<file path="config.mk">
export PLATFORM = sky130hd
export DESIGN_NAME = rpap_obuf_flat
export DESIGN_NICKNAME = d
export VERILOG_FILES = /design/src/hw/rtl/rpap_pkg.sv /design/src/hw/rtl/rpap_out_if.sv /design/src/hw/rtl/rpap_obuf.sv /design/src/flat_wrapper.sv
export SDC_FILE = /design/constraint.sdc
export NUM_CORES = 1
export LEC_CHECK = 0
export BUFFER_PORTS_ARGS = -buffer_cell sky130_fd_sc_hd__buf_4
export CORE_ASPECT_RATIO = 0.5
export CORE_MARGIN = 5
export CORE_UTILIZATION = 54
export CTS_BUF_LIST = sky130_fd_sc_hd__clkbuf_4 sky130_fd_sc_hd__clkbuf_8
export DETAILED_ROUTE_END_ITERATION = 8
export GPL_TIMING_DRIVEN = 0
export PLACE_DENSITY = 0.81
export SYNTH_ARGS = -nofsm -noshare
export SYNTH_HDL_FRONTEND = slang
export SYNTH_SLANG_ARGS = --single-unit
</file>
<file path="constraint.sdc">
create_clock -name clk -period 8.8 [get_ports clk]
set_clock_uncertainty 0.2 [all_clocks]
set_input_delay 0.88 -clock clk [delete_from_list [all_inputs] [get_ports clk]]
set_output_delay 0.88 -clock clk [all_outputs]
set_load 0.01 [all_outputs]
</file>
<file path="src/hw/rtl/rpap_pkg.sv">
// ----------------------------------------------------------------------------
// rpap_pkg: shared types and constants for the point rotation pipeline
// Coordinate and angle formats, angle reduction constants, CORDIC tables and
// the structs that travel between the pipeline sections.
// ----------------------------------------------------------------------------
package rpap_pkg;

	// Field widths
	localparam int COORD_BITS   = 24;
	localparam int ANGLE_BITS   = 20;
	localparam int CORDIC_STEPS = 30;

	// Angle units are 1/256 degree
	localparam int FULL_TURN    = 92160;
	localparam int QUARTER_TURN = 23040;

	// Whole turns added so that every angle code becomes positive
	localparam int TURN_BIAS = ((1 << (ANGLE_BITS - 1)) + FULL_TURN - 1) / FULL_TURN;
	localparam int U_BITS    = $clog2((1 << (ANGLE_BITS - 1)) + TURN_BIAS * FULL_TURN);
	localparam int MAX_TURNS = ((1 << (ANGLE_BITS - 1)) - 1 + TURN_BIAS * FULL_TURN)
		/ FULL_TURN;
	localparam int R_BITS    = $clog2(FULL_TURN);
	localparam int REM_BITS  = $clog2(QUARTER_TURN);

	// rem * (pi/4 * 2^30) / 11520 = rem * ZQ_INT + floor(rem * ZQ_FRAC / 11520)
	// 11520 = 256 * 45; the divide by 45 uses a reciprocal that is exact here.
	localparam int ZQ_INT       = 73204;
	localparam int ZQ_FRAC      = 4777;
	localparam int ZQ_SHIFT     = 8;
	localparam int RECIP45      = 1491309;
	localparam int RECIP45_BITS = 21;
	localparam int RECIP_SHIFT  = 26;

	// CORDIC datapath (Q1.30 for x/y, Q2.30 radians for z)
	localparam int FRAC_BITS = 30;
	localparam int XY_BITS   = 34;
	localparam int Z_BITS    = 32;
	localparam int CS_BITS   = 32;
	localparam logic signed [XY_BITS-1:0] CORDIC_GAIN = XY_BITS'(652032874);

	localparam logic signed [Z_BITS-1:0] ATAN_Q30 [32] = '{
		32'sd843314856, 32'sd497837829, 32'sd263043836, 32'sd133525158,
		32'sd67021686,  32'sd33543515,  32'sd16775850,  32'sd8388437,
		32'sd4194282,   32'sd2097149,   32'sd1048575,   32'sd524287,
		32'sd262143,    32'sd131071,    32'sd65535,     32'sd32767,
		32'sd16383,     32'sd8191,      32'sd4095,      32'sd2047,
		32'sd1023,      32'sd511,       32'sd255,       32'sd127,
		32'sd63,        32'sd31,        32'sd15,        32'sd7,
		32'sd3,         32'sd1,         32'sd0,         32'sd0
	};

	typedef enum logic [1:0] {
		QUAD_0   = 2'd0,
		QUAD_90  = 2'd1,
		QUAD_180 = 2'd2,
		QUAD_270 = 2'd3
	} rpap_quad_t;

	typedef struct packed {
		logic       zero;
		rpap_quad_t quad;
	} rpap_ctl_t;

	typedef struct packed {
		logic signed [COORD_BITS-1:0] px;
		logic signed [COORD_BITS-1:0] py;
		logic signed [COORD_BITS-1:0] vx;
		logic signed [COORD_BITS-1:0] vy;
	} rpap_pts_t;

	typedef struct packed {
		logic signed [COORD_BITS-1:0] rx;
		logic signed [COORD_BITS-1:0] ry;
		logic                         sat;
	} rpap_res_t;

endpackage

</file>
<file path="src/hw/rtl/rpap_out_if.sv">
// ----------------------------------------------------------------------------
// rpap_out_if: output channel of the point rotation block
// Valid/ready handshake carrying the rotated point and the clamp flag.
// ----------------------------------------------------------------------------
interface rpap_out_if import rpap_pkg::*; ();
	logic                         valid;
	logic                         ready;
	logic signed [COORD_BITS-1:0] rotated_x;
	logic signed [COORD_BITS-1:0] rotated_y;
	logic                         saturated;

	modport source (output valid, rotated_x, rotated_y, saturated, input ready);
	modport sink (input valid, rotated_x, rotated_y, saturated, output ready);
endinterface

</file>
<file path="src/hw/rtl/rpap_obuf.sv">
// ----------------------------------------------------------------------------
// rpap_obuf: two-entry output buffer
// Output register plus skid register; stalls the pipeline only when both hold
// an item.
// ----------------------------------------------------------------------------
module rpap_obuf import rpap_pkg::*; (
	input  logic        clk,
	input  logic        arst_n,
	input  logic        in_valid,
	input  rpap_res_t   din,
	output logic        adv,
	rpap_out_if.source  out_item
);

	logic [1:0] cnt_q;
	rpap_res_t  head_q, skid_q;
	logic       push, pop;

	assign adv  = (cnt_q != 2'd2);
	assign push = adv && in_valid;
	assign pop  = out_item.valid && out_item.ready;

	always_ff @(posedge clk or negedge arst_n) begin
		if (!arst_n) begin
			cnt_q <= 2'd0;
		end else begin
			case ({push, pop})
				2'b10:   cnt_q <= cnt_q + 2'd1;
				2'b01:   cnt_q <= cnt_q - 2'd1;
				default: cnt_q <= cnt_q;
			endcase
		end
	end

	always_ff @(posedge clk) begin
		if (push && (cnt_q == 2'd0 || (cnt_q == 2'd1 && pop))) begin
			head_q <= din;
		end else if (push && cnt_q == 2'd1) begin
			skid_q <= din;
		end else if (pop && cnt_q == 2'd2) begin
			head_q <= skid_q;
		end
	end

	assign out_item.valid     = (cnt_q != 2'd0);
	assign out_item.rotated_x = head_q.rx;
	assign out_item.rotated_y = head_q.ry;
	assign out_item.saturated = head_q.sat;

	a_no_fill_jump: assert property (@(posedge clk) disable iff (!arst_n)
		(cnt_q == 2'd0) |=> (cnt_q != 2'd2))
		else $error("output buffer filled by two items in one cycle");

	a_no_drain_jump: assert property (@(posedge clk) disable iff (!arst_n)
		(cnt_q == 2'd2) |=> (cnt_q != 2'd0 && cnt_q != 2'd3))
		else $error("output buffer drained by two items in one cycle");

endmodule

</file>
<file path="src/flat_wrapper.sv">
// flat-port wrapper written by rule: the top's interface ports become plain ports
module rpap_obuf_flat import rpap_pkg::*;
  (clk, arst_n, in_valid, din, adv, out_item_valid, out_item_rotated_x, out_item_rotated_y, out_item_saturated, out_item_ready);
  rpap_out_if out_item_i ();
  input  logic clk;
  input  logic arst_n;
  input  logic in_valid;
  input  rpap_res_t din;
  output logic adv;
  output wire logic [$bits(out_item_i.valid)-1:0] out_item_valid;
  output wire logic [$bits(out_item_i.rotated_x)-1:0] out_item_rotated_x;
  output wire logic [$bits(out_item_i.rotated_y)-1:0] out_item_rotated_y;
  output wire logic [$bits(out_item_i.saturated)-1:0] out_item_saturated;
  input wire logic [$bits(out_item_i.ready)-1:0] out_item_ready;
  assign out_item_valid = out_item_i.valid;
  assign out_item_rotated_x = out_item_i.rotated_x;
  assign out_item_rotated_y = out_item_i.rotated_y;
  assign out_item_saturated = out_item_i.saturated;
  assign out_item_i.ready = out_item_ready;
  rpap_obuf u_core (.clk(clk), .arst_n(arst_n), .in_valid(in_valid), .din(din), .adv(adv), .out_item(out_item_i));
endmodule
</file>
# == Yosys cells after proc, flatten, opt, wreduce, memory -nomap -nowiden ==
# Index checks and enable logic that the tools add are counted.
# word_totals
ff_bits,100
inputBits,53
out_inout_bits,51
word_cells,33
# op_classes
add_sub_neg,2
eq_ne,6
mux,4
bitwise_logic,1
n_reduce_logical,13
# op_table
op,count
2-to-1 mux 49 bit,3
logical AND 1 bit,6
nonzero test 2 bit,3
equality test 2 x 1 -> 1 bit (second input constant),2
equality test 2 bit (second input constant),2
case mux 2 bit (2 select lines),1
AND reduction 2 bit,2
adder 2 x 1 -> 2 bit (second input constant),1
logical NOT 2 bit,1
inequality test 2 x 1 -> 1 bit (second input constant),1
inequality test 2 bit (second input constant),1
subtractor 2 x 1 -> 2 bit (second input constant),1
logical OR 1 bit,1
NOT 1 bit,1

# == Depth between registers and ports, before layout ==
# logic_depth
ltp_word,7
depth_mapped,7
depth_no_buf,6

# == Least setup slack after synthesis ==
# Ideal clock, no wire load.
# synth_timing
kind,input port to flip-flop
startpoint,input port in_valid
endpoint,"register u_core.skid_q[0] (netlist name), enable pin"
setup_ns,0.595
t_arrival_ns,6.056
t_required_ns,8.005
setup_slack_ns,1.949
path_stages,2
n_path_buf,0
path_cell_list,nand2b_4 -> nor4b_1
# synth_between
elab_chain_cells,4
elab_cells_between_ends,5
cone_classes,bitwise (1); reduce/logical (4)
# synth_rtl
element,line_no,source
"start, declared",flat_wrapper.sv:7,input logic in_valid;
logical AND 1 bit *,rpap_obuf.sv:20,assign push = adv && in_valid;
logical AND 1 bit,rpap_obuf.sv:36,if (push && (cnt_q == 2'd0 || (cnt_q == 2'd1 && pop))) begin
NOT 1 bit (no source line),n/a,
AND reduction 2 bit (no source line) *,n/a,
"end signal, assigned",rpap_obuf.sv:39,skid_q <= din;
"end, declared",rpap_obuf.sv:16,"rpap_res_t head_q, skid_q;"
# Mark *: on every way between the ends. The rest lies on a longest branch, timed or not.
# A chain may end at the register's enable or synchronous reset.

# == Worst setup path after layout ==
# layout_timing
startpoint,register u_core.cnt_q[0]
endpoint,"register u_core.skid_q[22] (netlist name), enable pin"
# layout_between
elab_chain_cells,7
elab_cells_between_ends,12
cone_classes,eq/ne (2); bitwise (1); reduce/logical (9)
# layout_rtl
element,line_no,source
"start, declared",rpap_obuf.sv:15,logic [1:0] cnt_q;
"start signal, assigned",rpap_obuf.sv:28,2'b10: cnt_q <= cnt_q + 2'd1;
"start signal, assigned",rpap_obuf.sv:29,2'b01: cnt_q <= cnt_q - 2'd1;
"start signal, assigned",rpap_obuf.sv:30,default: cnt_q <= cnt_q;
nonzero test 2 bit,rpap_obuf.sv:45,assign out_item.valid = (cnt_q != 2'd0);
logical AND 1 bit,rpap_obuf.sv:21,assign pop = out_item.valid && out_item.ready;
logical AND 1 bit,rpap_obuf.sv:36,
logical OR 1 bit,rpap_obuf.sv:36,
logical AND 1 bit,rpap_obuf.sv:36,
NOT 1 bit (no source line),n/a,
AND reduction 2 bit (no source line) *,n/a,
# Marks and branches as above.

==> impl_results.md <==
* Final min period at 2.88 ns
* Setup WS post-layout at 5.92 ns
* DRT Pass-1 Iters at 4
* WP data required at 8.66 ns
* Synth cell types at 15
* Leading area contributor after synthesis: edfxtp_1
* Starting Density at 0.550
* All-Layer GR Usage at 0.151
* Core area at 7240 sq um
* Pwr per Cell Area at 290 nW/um^2
* Cts repair resizes at 0
* Clk root buf: clkbuf_8
* Non-Filler Instances at 395
* DRC violations left at 0
* Area Growth Syn to Fin at 28.6%
* LEAKAGE at 0.00213 uW
* Syn_nets at 231
* Max-slew violation count at 0
* Synth area leaders: edfxtp_1, mux2_4, buf_12, dfrtp_1, ha_1
* Starting DRT DRC Count at 111
* Yosys warns at 0
* Vias per cell at 4.95
* Hold WC Path Type: primary input to async pin
* Mapped Cells at 174
* H-tree depth at 3
* Kind of critical path: flip-flop to flip-flop
* Clock Tree Buf Depth at 2
* Final nets at 351
* #FFs+latches synth at 100
* Die Y at 70.7 um
* Highest Clock Rate at 348 MHz
* ANT cells at 0
* Setup-failing EPs final at 0
* Maximum number of pins on one net before global-route repair at 29
* Total CTS buffers at 9
* Postcts setup bufs at 0
* Hold-fix buffers, CTS at 0
* GPL Wtd Cong at 0.731
* MaxCap Viol Count at 0
* Area share of the largest cell type after synthesis at 0.740
* Final ANT Viol Nets at 0
* WL final at 7000 um
* Seq/Total Area, Yosys at 0.752
* Pre-CTS setup slack at 5.66 ns
* Clock sinks at 100
* Synthesized area at 3980 sq um
* Final Cycle Share at 0.327
* CP Max Fanout at 10
* First-pass GRT wire length at 10,900 um
* DP HPWL at 5380 um
* Die width at 131 um
* Vias in the first global route at 2,125
* Total power draw at 1490 uW
* Avg Cell Area, Syn at 22.9 sq um
* RSZ-0062 raised after global routing: no
* CP startpoint kind: flip-flop
* Avg WL per Cell at 17.7 um
* Num ports at 104
* Clock Latency Late Sink at 0.35 ns
* CTS tree: done
* FP Rows at 22
* Setup crit end kind: flip-flop
* Final Hold Viols at 0
* Peak VDD IR at 0.000235 V
* Arrival @ worst endpoint at 2.74 ns
* DR vias at 1,955
* Die area at 9290 sq um
* Slew @ Worst Pin at 0.930 ns
* Dpl cells at 379
* Layout cell share with drive strength beyond 1 at 0.609
* Port Buffer Count at 103
* Slew headroom at 0.378
* Setup total negative slack at 0 ns
* Worst-path clk slew at 0.09 ns
* Antenna violations before repair at 0
* GRT Residual Overflow at 0
* Outcome: finished clean
-- per-stage QoR --
| stage | instance area [sq um] | util | hold WS (ns) |
|---|---|---|---|
| finish | 5120 | 0.707 | 0.103 |
| detailed placement | 4940 | 0.682 | 0.320 |
| global placement | 4870 | 0.673 | 0.288 |
| CTS | 5120 | 0.707 | 0.0759 |
| floorplan | 3980 | - | 0.273 |
| global route | 5120 | 0.707 | 0.0667 |
-- power by group --
group          switching (uW)  internal (uW)  leakage (uW)  total, uW
Clock                     146            110     0.0000920        257
Sequential               32.3            675      0.000925        707
Combinational             235            286       0.00111        521
-- worst max-delay path, stage by stage, from the launching register on --
cell      delay [ns]
dfrtp_1         0.40
inv_1           0.08
ha_1            0.23
nand2b_4        0.16
nor4b_2         0.80
buf_4           0.32
buf_4           0.20
buf_4           0.20
-- cell families after synthesis --
kind of cell	count (synthesis)	share of synthesized area
fa+ha+maj	4	0.0126
simple gates	7	0.0116
flops	100	0.752
xor+xnor	2	0.00440
mux	49	0.185
buf+inv	10	0.0318
compound gates	2	0.00251
-- sequential cells by signal, summed over array words and instances, names as in the netlist --
name and cells:
u_core.cnt_q 2, u_core.out_item.rotated_x 24, u_core.out_item.rotated_y 24, u_core.skid_q 49, u_core.out_item.saturated 1
-- Yosys cell counts (all sizes together) --
library cell  instances
xnor2                 2
nand2                 3
a21oi                 1
nor4b                 1
buf                   6
edfxtp               98
mux2                 49
dfrtp                 2
ha                    4
inv                   4
or2                   1
nor2b                 1
o21ai                 1
nand2b                1
-- area by class of cell --
type / instances / area [sq um]
clock inverter: 5 / 38.8
tap: 96 / 120
multi-input combinational: 64 / 868
inverter: 4 / 15.0
fill: 466 / 2120
timing repair buffer: 109 / 831
buffer: 6 / 111
sequential: 100 / 2990
clock buffer: 11 / 139
-- worst paths after layout --
check                                            start                                      to  slack [ns]  cells after the start
setup reg to reg           u_core.cnt_q[0]$_DFFE_PN0P_             u_core.skid_q[22]$_DFFE_PP_        5.92                      7
max in group asynchronous                       arst_n             u_core.cnt_q[0]$_DFFE_PN0P_        8.21                      1
hold reg to reg             u_core.skid_q[4]$_DFFE_PP_  u_core.out_item.rotated_y[3]$_DFFE_PP_        0.33                      1
min in group clk            u_core.skid_q[4]$_DFFE_PP_  u_core.out_item.rotated_y[3]$_DFFE_PP_        0.33                      1
setup / recovery           u_core.cnt_q[0]$_DFFE_PN0P_             u_core.skid_q[22]$_DFFE_PP_        5.92                      7
hold / removal                                  arst_n             u_core.cnt_q[1]$_DFFE_PN0P_        0.10                      1
-- layer usage --
metal,track usage,vias to the layer above,share of wire
met3,0.0455,8,0.049
li1,-,915,-
met5,0,-,0
met2,0.278,50,0.54
met1,0.170,982,0.40
met4,0.0536,0,0.012
-- cells in the final DEF (no fill, tap or decap), types with 2 or more instances in the layout --
cell type	n
clkbuf_8	9
xnor2_1	2
ha_1	4
edfxtp_1	98
dfrtp_1	2
buf_4	108
clkbuf_4	2
mux2_4	49
inv_1	4
nand2_1	2
clkinv_4	4
buf_12	6
(Power assumes the default switching activity.)
