==> src/hw/rtl/rpap_pkg.sv <==
// ----------------------------------------------------------------------------
// rpap_pkg: shared types and constants for the point rotation pipeline
// Coordinate and angle formats, angle reduction constants, CORDIC tables and
// the structs that travel between the pipeline sections.
// ----------------------------------------------------------------------------
package rpap_pkg;

	// Field widths
	localparam int COORD_BITS   = 24;
	localparam int ANGLE_BITS   = 20;
	localparam int CORDIC_STEPS = 30;

	// Angle units are 1/256 degree
	localparam int FULL_TURN    = 92160;
	localparam int QUARTER_TURN = 23040;

	// Whole turns added so that every angle code becomes positive
	localparam int TURN_BIAS = ((1 << (ANGLE_BITS - 1)) + FULL_TURN - 1) / FULL_TURN;
	localparam int U_BITS    = $clog2((1 << (ANGLE_BITS - 1)) + TURN_BIAS * FULL_TURN);
	localparam int MAX_TURNS = ((1 << (ANGLE_BITS - 1)) - 1 + TURN_BIAS * FULL_TURN)
		/ FULL_TURN;
	localparam int R_BITS    = $clog2(FULL_TURN);
	localparam int REM_BITS  = $clog2(QUARTER_TURN);

	// rem * (pi/4 * 2^30) / 11520 = rem * ZQ_INT + floor(rem * ZQ_FRAC / 11520)
	// 11520 = 256 * 45; the divide by 45 uses a reciprocal that is exact here.
	localparam int ZQ_INT       = 73204;
	localparam int ZQ_FRAC      = 4777;
	localparam int ZQ_SHIFT     = 8;
	localparam int RECIP45      = 1491309;
	localparam int RECIP45_BITS = 21;
	localparam int RECIP_SHIFT  = 26;

	// CORDIC datapath (Q1.30 for x/y, Q2.30 radians for z)
	localparam int FRAC_BITS = 30;
	localparam int XY_BITS   = 34;
	localparam int Z_BITS    = 32;
	localparam int CS_BITS   = 32;
	localparam logic signed [XY_BITS-1:0] CORDIC_GAIN = XY_BITS'(652032874);

	localparam logic signed [Z_BITS-1:0] ATAN_Q30 [32] = '{
		32'sd843314856, 32'sd497837829, 32'sd263043836, 32'sd133525158,
		32'sd67021686,  32'sd33543515,  32'sd16775850,  32'sd8388437,
		32'sd4194282,   32'sd2097149,   32'sd1048575,   32'sd524287,
		32'sd262143,    32'sd131071,    32'sd65535,     32'sd32767,
		32'sd16383,     32'sd8191,      32'sd4095,      32'sd2047,
		32'sd1023,      32'sd511,       32'sd255,       32'sd127,
		32'sd63,        32'sd31,        32'sd15,        32'sd7,
		32'sd3,         32'sd1,         32'sd0,         32'sd0
	};

	typedef enum logic [1:0] {
		QUAD_0   = 2'd0,
		QUAD_90  = 2'd1,
		QUAD_180 = 2'd2,
		QUAD_270 = 2'd3
	} rpap_quad_t;

	typedef struct packed {
		logic       zero;
		rpap_quad_t quad;
	} rpap_ctl_t;

	typedef struct packed {
		logic signed [COORD_BITS-1:0] px;
		logic signed [COORD_BITS-1:0] py;
		logic signed [COORD_BITS-1:0] vx;
		logic signed [COORD_BITS-1:0] vy;
	} rpap_pts_t;

	typedef struct packed {
		logic signed [COORD_BITS-1:0] rx;
		logic signed [COORD_BITS-1:0] ry;
		logic                         sat;
	} rpap_res_t;

endpackage

==> src/hw/rtl/rpap_angle.sv <==
// ----------------------------------------------------------------------------
// rpap_angle: angle reduction and conversion to radians
// Five stages: modulo full turn, quadrant split, three-step fixed-point scale to
// Q2.30 radians.
// ----------------------------------------------------------------------------
module rpap_angle import rpap_pkg::*; (
	input  logic                         clk,
	input  logic                         arst_n,
	input  logic                         adv,
	input  logic                         in_valid,
	input  logic signed [ANGLE_BITS-1:0] angle,
	input  rpap_pts_t                    in_pts,
	output logic                         out_valid,
	output logic signed [Z_BITS-1:0]     z,
	output rpap_ctl_t                    out_ctl,
	output rpap_pts_t                    out_pts
);

	localparam int T_BITS = $clog2((QUARTER_TURN - 1) * ZQ_INT + 1);
	localparam int M_BITS = $clog2((QUARTER_TURN - 1) * ZQ_FRAC + 1);
	localparam int V_BITS = M_BITS - ZQ_SHIFT;
	localparam int P_BITS = V_BITS + RECIP45_BITS;

	logic v_s1, v_s2, v_s3, v_s4, v_s5;

	logic [U_BITS-1:0] u, ubase;
	logic [R_BITS-1:0] r_s1;
	rpap_pts_t         pts_s1, pts_s2, pts_s3, pts_s4, pts_s5;

	logic [R_BITS-1:0]   qbase;
	rpap_quad_t          quad;
	logic [REM_BITS-1:0] rem_s2;
	rpap_ctl_t           ctl_s2, ctl_s3, ctl_s4, ctl_s5;

	logic [T_BITS-1:0] t_s3, t_s4;
	logic [M_BITS-1:0] m_s3;
	logic [P_BITS-1:0] p_s4;

	logic signed [Z_BITS-1:0] z_s5;

	// Stage 1: bias into positive range, then strip whole turns
	always_comb begin
		u     = U_BITS'(angle) + U_BITS'(TURN_BIAS * FULL_TURN);
		ubase = '0;
		for (int k = 1; k <= MAX_TURNS; k++) begin
			if (u >= U_BITS'(k * FULL_TURN)) begin
				ubase = U_BITS'(k * FULL_TURN);
			end
		end
	end

	// Stage 2: quadrant and remainder within the quadrant
	always_comb begin
		if (r_s1 >= R_BITS'(3 * QUARTER_TURN)) begin
			quad  = QUAD_270;
			qbase = R_BITS'(3 * QUARTER_TURN);
		end else if (r_s1 >= R_BITS'(2 * QUARTER_TURN)) begin
			quad  = QUAD_180;
			qbase = R_BITS'(2 * QUARTER_TURN);
		end else if (r_s1 >= R_BITS'(QUARTER_TURN)) begin
			quad  = QUAD_90;
			qbase = R_BITS'(QUARTER_TURN);
		end else begin
			quad  = QUAD_0;
			qbase = '0;
		end
	end

	always_ff @(posedge clk or negedge arst_n) begin
		if (!arst_n) begin
			v_s1 <= 1'b0;
			v_s2 <= 1'b0;
			v_s3 <= 1'b0;
			v_s4 <= 1'b0;
			v_s5 <= 1'b0;
		end else if (adv) begin
			v_s1 <= in_valid;
			v_s2 <= v_s1;
			v_s3 <= v_s2;
			v_s4 <= v_s3;
			v_s5 <= v_s4;
		end
	end

	always_ff @(posedge clk) begin
		if (adv) begin
			r_s1        <= R_BITS'(u - ubase);
			pts_s1      <= in_pts;
			rem_s2      <= REM_BITS'(r_s1 - qbase);
			ctl_s2.zero <= (r_s1 == '0);
			ctl_s2.quad <= quad;
			pts_s2      <= pts_s1;
			// Stage 3: integer and fractional parts of the radian scale
			t_s3        <= T_BITS'(rem_s2) * T_BITS'(ZQ_INT);
			m_s3        <= M_BITS'(rem_s2) * M_BITS'(ZQ_FRAC);
			ctl_s3      <= ctl_s2;
			pts_s3      <= pts_s2;
			// Stage 4: divide by 45 through the reciprocal
			p_s4        <= P_BITS'(m_s3[M_BITS-1:ZQ_SHIFT]) * P_BITS'(RECIP45);
			t_s4        <= t_s3;
			ctl_s4      <= ctl_s3;
			pts_s4      <= pts_s3;
			// Stage 5: combine
			z_s5        <= signed'(Z_BITS'(t_s4) + Z_BITS'(p_s4[P_BITS-1:RECIP_SHIFT]));
			ctl_s5      <= ctl_s4;
			pts_s5      <= pts_s4;
		end
	end

	assign out_valid = v_s5;
	assign z         = z_s5;
	assign out_ctl   = ctl_s5;
	assign out_pts   = pts_s5;

	a_turn_reduced: assert property (@(posedge clk) disable iff (!arst_n)
		(adv && in_valid) |=> (v_s1 && (r_s1 < R_BITS'(FULL_TURN))))
		else $error("angle not reduced below a full turn");

	a_quad_split: assert property (@(posedge clk) disable iff (!arst_n)
		(adv && v_s1) |=> (v_s2 && (rem_s2 < REM_BITS'(QUARTER_TURN))
		&& (ctl_s2.zero == ($past(r_s1) == '0))))
		else $error("quadrant split out of range");

endmodule

==> config.mk <==
export PLATFORM = sky130hd
export DESIGN_NAME = rpap_angle
export DESIGN_NICKNAME = d
export VERILOG_FILES = /design/src/hw/rtl/rpap_pkg.sv /design/src/hw/rtl/rpap_angle.sv
export SDC_FILE = /design/constraint.sdc
export NUM_CORES = 1
export LEC_CHECK = 0
export ABC_CLOCK_PERIOD_IN_PS = 6400
export BUFFER_PORTS_ARGS = -buffer_cell sky130_fd_sc_hd__buf_4
export CAP_MARGIN = 20
export CORE_ASPECT_RATIO = 1.2
export CORE_MARGIN = 10
export CORE_UTILIZATION = 55
export CTS_CLUSTER_SIZE = 40
export DETAILED_ROUTE_END_ITERATION = 6
export HOLD_SLACK_MARGIN = 0.05
export PLACE_DENSITY_LB_ADDON = 0.1
export SLEW_MARGIN = 15
export SYNTH_ARGS = -nofsm -noshare
export SYNTH_HDL_FRONTEND = slang
export SYNTH_SLANG_ARGS = --single-unit
==> constraint.sdc <==
create_clock -name clk -period 6.4 [get_ports clk]
set_input_delay 0.64 -clock clk [delete_from_list [all_inputs] [get_ports clk]]
set_output_delay 0.64 -clock clk [all_outputs]
set_load 0.02 [all_outputs]
* Yosys cells after proc, flatten, opt, wreduce, memory -nomap -nowiden
Cells that the tools add are included.
** Word-level totals
- Output and inout port bits :: 132
- Register bits :: 686
** Operators by class
- Reductions and logical operators :: 2
- Order comparisons :: 14
- $add $sub $neg :: 4
- Muxes and demuxes :: 16
- Multipliers :: 3
** Operators with widths (count)
- 2-to-1 mux 17 bit :: 11
- greater-or-equal comparator 21 x 20 -> 1 bit, second input constant :: 6
- greater-or-equal comparator 21 x 19 -> 1 bit, second input constant :: 3
- 2-to-1 mux 15 bit :: 3
- multiplier 19 x 21 -> 40 bit, second input constant :: 1
- adder 31 x 14 -> 32 bit :: 1
- multiplier 15 x 15 -> 29 bit, second input constant :: 1
- multiplier 15 x 13 -> 27 bit, second input constant :: 1
- adder 20 x 21 -> 21 bit, second input constant :: 1
- greater-or-equal comparator 21 x 17 -> 1 bit, second input constant :: 1
- greater-or-equal comparator 21 x 18 -> 1 bit, second input constant :: 1
- greater-or-equal comparator 17 x 15 -> 1 bit, second input constant :: 1
- greater-or-equal comparator 17 x 16 -> 1 bit, second input constant :: 1
- greater-or-equal comparator 17 bit, second input constant :: 1
- zero test 17 bit :: 1
- subtractor 17 bit :: 1
- subtractor 15 bit :: 1
- 2-to-1 mux 1 bit :: 2
- OR reduction 2 bit :: 1

* Longest topological paths before layout
- Depth in word-level cells :: 14
- Depth in mapped cells :: 22

* Worst setup path before layout
No wires, ideal clock.
- Kind :: reg2reg
- From :: register m_s3[26]
- To :: register p_s4[36] (data pin)
- Library setup time :: 0.267 ns
- Required time :: 6.133 ns
- Data arrival time :: 5.660 ns
- Slack :: 0.473 ns
- Period minus slack after synthesis :: 5.927 ns
- Stages on the path, launching flop included :: 20
- Cells stage by stage :: edfxtp_1 > ha_1 > fa_1 > fa_1 > inv_1 > fa_1 > inv_1 > fa_1 > inv_1 > fa_1 > inv_1 > ha_1 > and4_1 > a221oi_1 > o22ai_2 > o311ai_4 > a21oi_2 > a31o_2 > a211oi_2 > nor3_1
** Between the ends
- Word-level cells in the longest chain between the ends :: 1
** Ends and longest elaborated chain
- start: declaration :: line rpap_angle.sv:36 : logic [M_BITS-1:0] m_s3;
- start signal: assignment :: line rpap_angle.sv:95 : m_s3 <= M_BITS'(rem_s2) * M_BITS'(ZQ_FRAC);
- multiplier 19 x 21 -> 40 bit :: line rpap_angle.sv:99 : p_s4 <= P_BITS'(m_s3[M_BITS-1:ZQ_SHIFT]) * P_BITS'(RECIP45);
- end signal: assignment :: line rpap_angle.sv:99
- end: declaration :: line rpap_angle.sv:37 : logic [P_BITS-1:0] p_s4;
No other way between the ends.
A chain may end at the register's enable or synchronous reset.

* Worst setup path in the final report
- From :: register m_s3[24]
- To :: register p_s4[36] (data pin)
The elaborated chain is that of the path after synthesis.

==> metrics.txt <==
area leader, netlist=edfxtp_1; Port Buffer Count=251; clk_lat worst skew=0.62 ns; Iter 0 DRT Violations=1015; number of global-route vias before repair=19400; FF+latch count, synth=652; post-synthesis net count=3065; DIE WIDTH=249 µm; Worst Skew=0.0235 ns; Post-synth top flop=edfxtp_1; Post-synth EDFFs=647; met1 Usage GRT=0.218; syn_area_per_cell=14.9 µm²; Area growth, synth to finish=15.8%; H-tree depth reported by CTS=3; Inserted Clock Buffers=66; Seq/Total Area, Yosys=0.564; drt wl/cell=19.4 µm; Clk pin slew, worst setup/hold paths=0.06 ns; fin util=0.645; final hold vios=0; Die ar.=73600 µm²; CP Data Required Time=6.76 ns; GRT Residual Overflow=0; worst min path class=input pin to flip-flop; TritonCTS clock tree=built; Final period util=0.961; Startpoint Class=flip-flop; largest net degree at the start of global routing=170; Mapped Area=34700 µm²; initial antenna violation count=1; Critical Path AT=6.51 ns; first-pass GRT wire length=106000 µm; hold path startpoint=in_pts[25]; Slew Limit Fails=0; CP startpoint=m_s3[24]; Detailed Route WL=68500 µm; placer congestion estimate=0.885; clock sink count=652; fin crit period=6.15 ns; most frequent cells in the layout=edfxtp_1, inv_1, ha_1; Netlist cell types=74; Worst Tran Pin Value=0.983 ns; Reg2Reg Launch Point=m_s3[24]; commonest non-fill, non-tap cell in the layout=edfxtp_1; gr usage total=0.186; Yosys top cell area share=0.560; share of layout cells above drive strength 1=0.155; die height=295 µm; Clock Path Buffers=3; outcome=finished clean; Vias/cell=5.12; GR Layer Usage met2=0.343; via count=18100; Slew HR=0.345; ANT nets after route=0; Crit Path Class=flip-flop to flip-flop; Achievable Freq=163 MHz; Crit. End Element=flip-flop; starting density of the core=0.557; Post-Synthesis Cells=2324; NumNets Final=3414; final setup fails=0; num ports=252; Syn. warnings=0; met3 Use GR=0.0299; detailed-router iteration count before antenna repair=4; post-detail-place hpwl=53900 µm; Core Area=62300 µm²; peak fanout along the critical path=4; clock root cell=clkbuf_16; Async S/R FF share, synth=0.00767; ranking of synthesized cells by area=edfxtp_1, fa_1, ha_1; Site Rows=100; Top Usage Layer GRT=met2; MaxCap Viol Count=0; DR DRC count=0
==> stage by stage <==
stage	std cells	worst slack (ns)	cell area (µm²)	hold slack, ns	TNS, ns
3_5_place_dp	3411	0.0355	37800	0.405	0
4_1_cts	3529	0.0380	40100	0.160	0
2_1_floorplan	2324	0.473	34700	0.344	0
3_3_place_gp	3411	0.146	37800	0.400	0
5_1_grt	3539	-0.0170	40200	0.173	-0.0170
6_report	3539	0.249	40200	0.201	0
==> worst max-delay path: stages, from the launching register on <==
cell and delay [ns]:
edfxtp_1 0.47, ha_1 0.40, fa_1 0.52, fa_1 0.56, inv_1 0.09, fa_1 0.54
inv_1 0.06, fa_1 0.52, inv_1 0.05, fa_1 0.53, inv_1 0.04, ha_1 0.33
and4_4 0.22, a221oi_4 0.34, o22ai_4 0.15, o311ai_4 0.37, a21oi_2 0.13, a31o_2 0.29
a211oi_2 0.22, nor3_1 0.07
==> logic make-up (layout without fill, tap and decap cells) <==
logic type,Yosys count,after routing,share of synthesized area
flip-flops,652,652,0.564
adder cells (fa/ha/maj),621,621,0.279
buffers and inverters,517,915,0.0560
AND/OR/NAND/NOR,224,224,0.0327
AO/OA/AOI/OAI,211,211,0.0423
XOR/XNOR,90,90,0.0237
multiplexers,9,9,0.00281
other,0,1,0
==> sequential cells by signal (all words and copies together), names as in the netlist, 21 cells and up <==
register / count
m_s3: 21
pts_s1: 96
out_pts: 96
t_s4: 29
z: 32
pts_s2: 96
pts_s4: 96
pts_s3: 96
t_s3: 27
==> synth_stat cells, types with 4 or more instances <==
| cell | number |
|---|---|
| a21o_1 | 29 |
| nand2_1 | 50 |
| xor2_1 | 25 |
| dfrtp_1 | 5 |
| nor3_1 | 17 |
| a211o_1 | 4 |
| fa_1 | 254 |
| a211oi_2 | 4 |
| and3_1 | 14 |
| nand4_1 | 4 |
| o211a_1 | 4 |
| nand2b_1 | 7 |
| inv_1 | 513 |
| a211oi_1 | 6 |
| o2111ai_1 | 4 |
| o21ai_0 | 32 |
| nor2b_1 | 12 |
| nand3b_1 | 5 |
| mux2_2 | 6 |
| o21ai_1 | 4 |
| edfxtp_1 | 647 |
| a31oi_1 | 7 |
| nor4_1 | 11 |
| nand3_1 | 21 |
| o211ai_1 | 11 |
| a31o_2 | 4 |
| a21oi_1 | 61 |
| nor2_1 | 57 |
| ha_1 | 367 |
| xnor2_1 | 62 |
| o21a_1 | 9 |
| and2_1 | 6 |
==> per-layer routing <==
metal	wire length, µm	vias up
met2	37700	267
met5	0	-
met4	1680	0
li1	-	8683
met3	2200	91
met1	27000	9093
==> area by class of cell <==
class                      count  area, µm²
antenna                        1       2.50
clock buffer                  73       1680
clock inverter                44        567
fill                        4589      22100
inverter                     513       1930
multi-input combinational   1155      13300
sequential                   652      19600
tap                          816       1020
timing repair buffer         285       2190
==> worst paths after layout <==
| check | end | slack (ns) | cells after the start |
|---|---|---|---|
| worst max-delay path | p_s4[36] | 0.25 | 19 |
| worst min-delay path | pts_s1[25] | 0.20 | 1 |
| worst max register to register | p_s4[36] | 0.25 | 19 |
| worst min register to register | pts_s3[65] | 0.40 | 0 |
| max in group asynchronous | v_s2 | 5.92 | 2 |
| min in group asynchronous | v_s1 | 0.37 | 2 |
==> repair_timing <==
| action | in CTS | in global routing |
|---|---|---|
| endpoints found under the setup margin | 0 | 7 |
| hold endpoints to repair | 5 | 0 |
| buffers inserted | 0 | 9 |
| hold buffers | 1 | 0 |
| gates resized for setup | 0 | 7 |
Power is left out: the tool's default activity adds up to more than one toggle a clock period on the data nets, which glitch-free logic cannot reach.
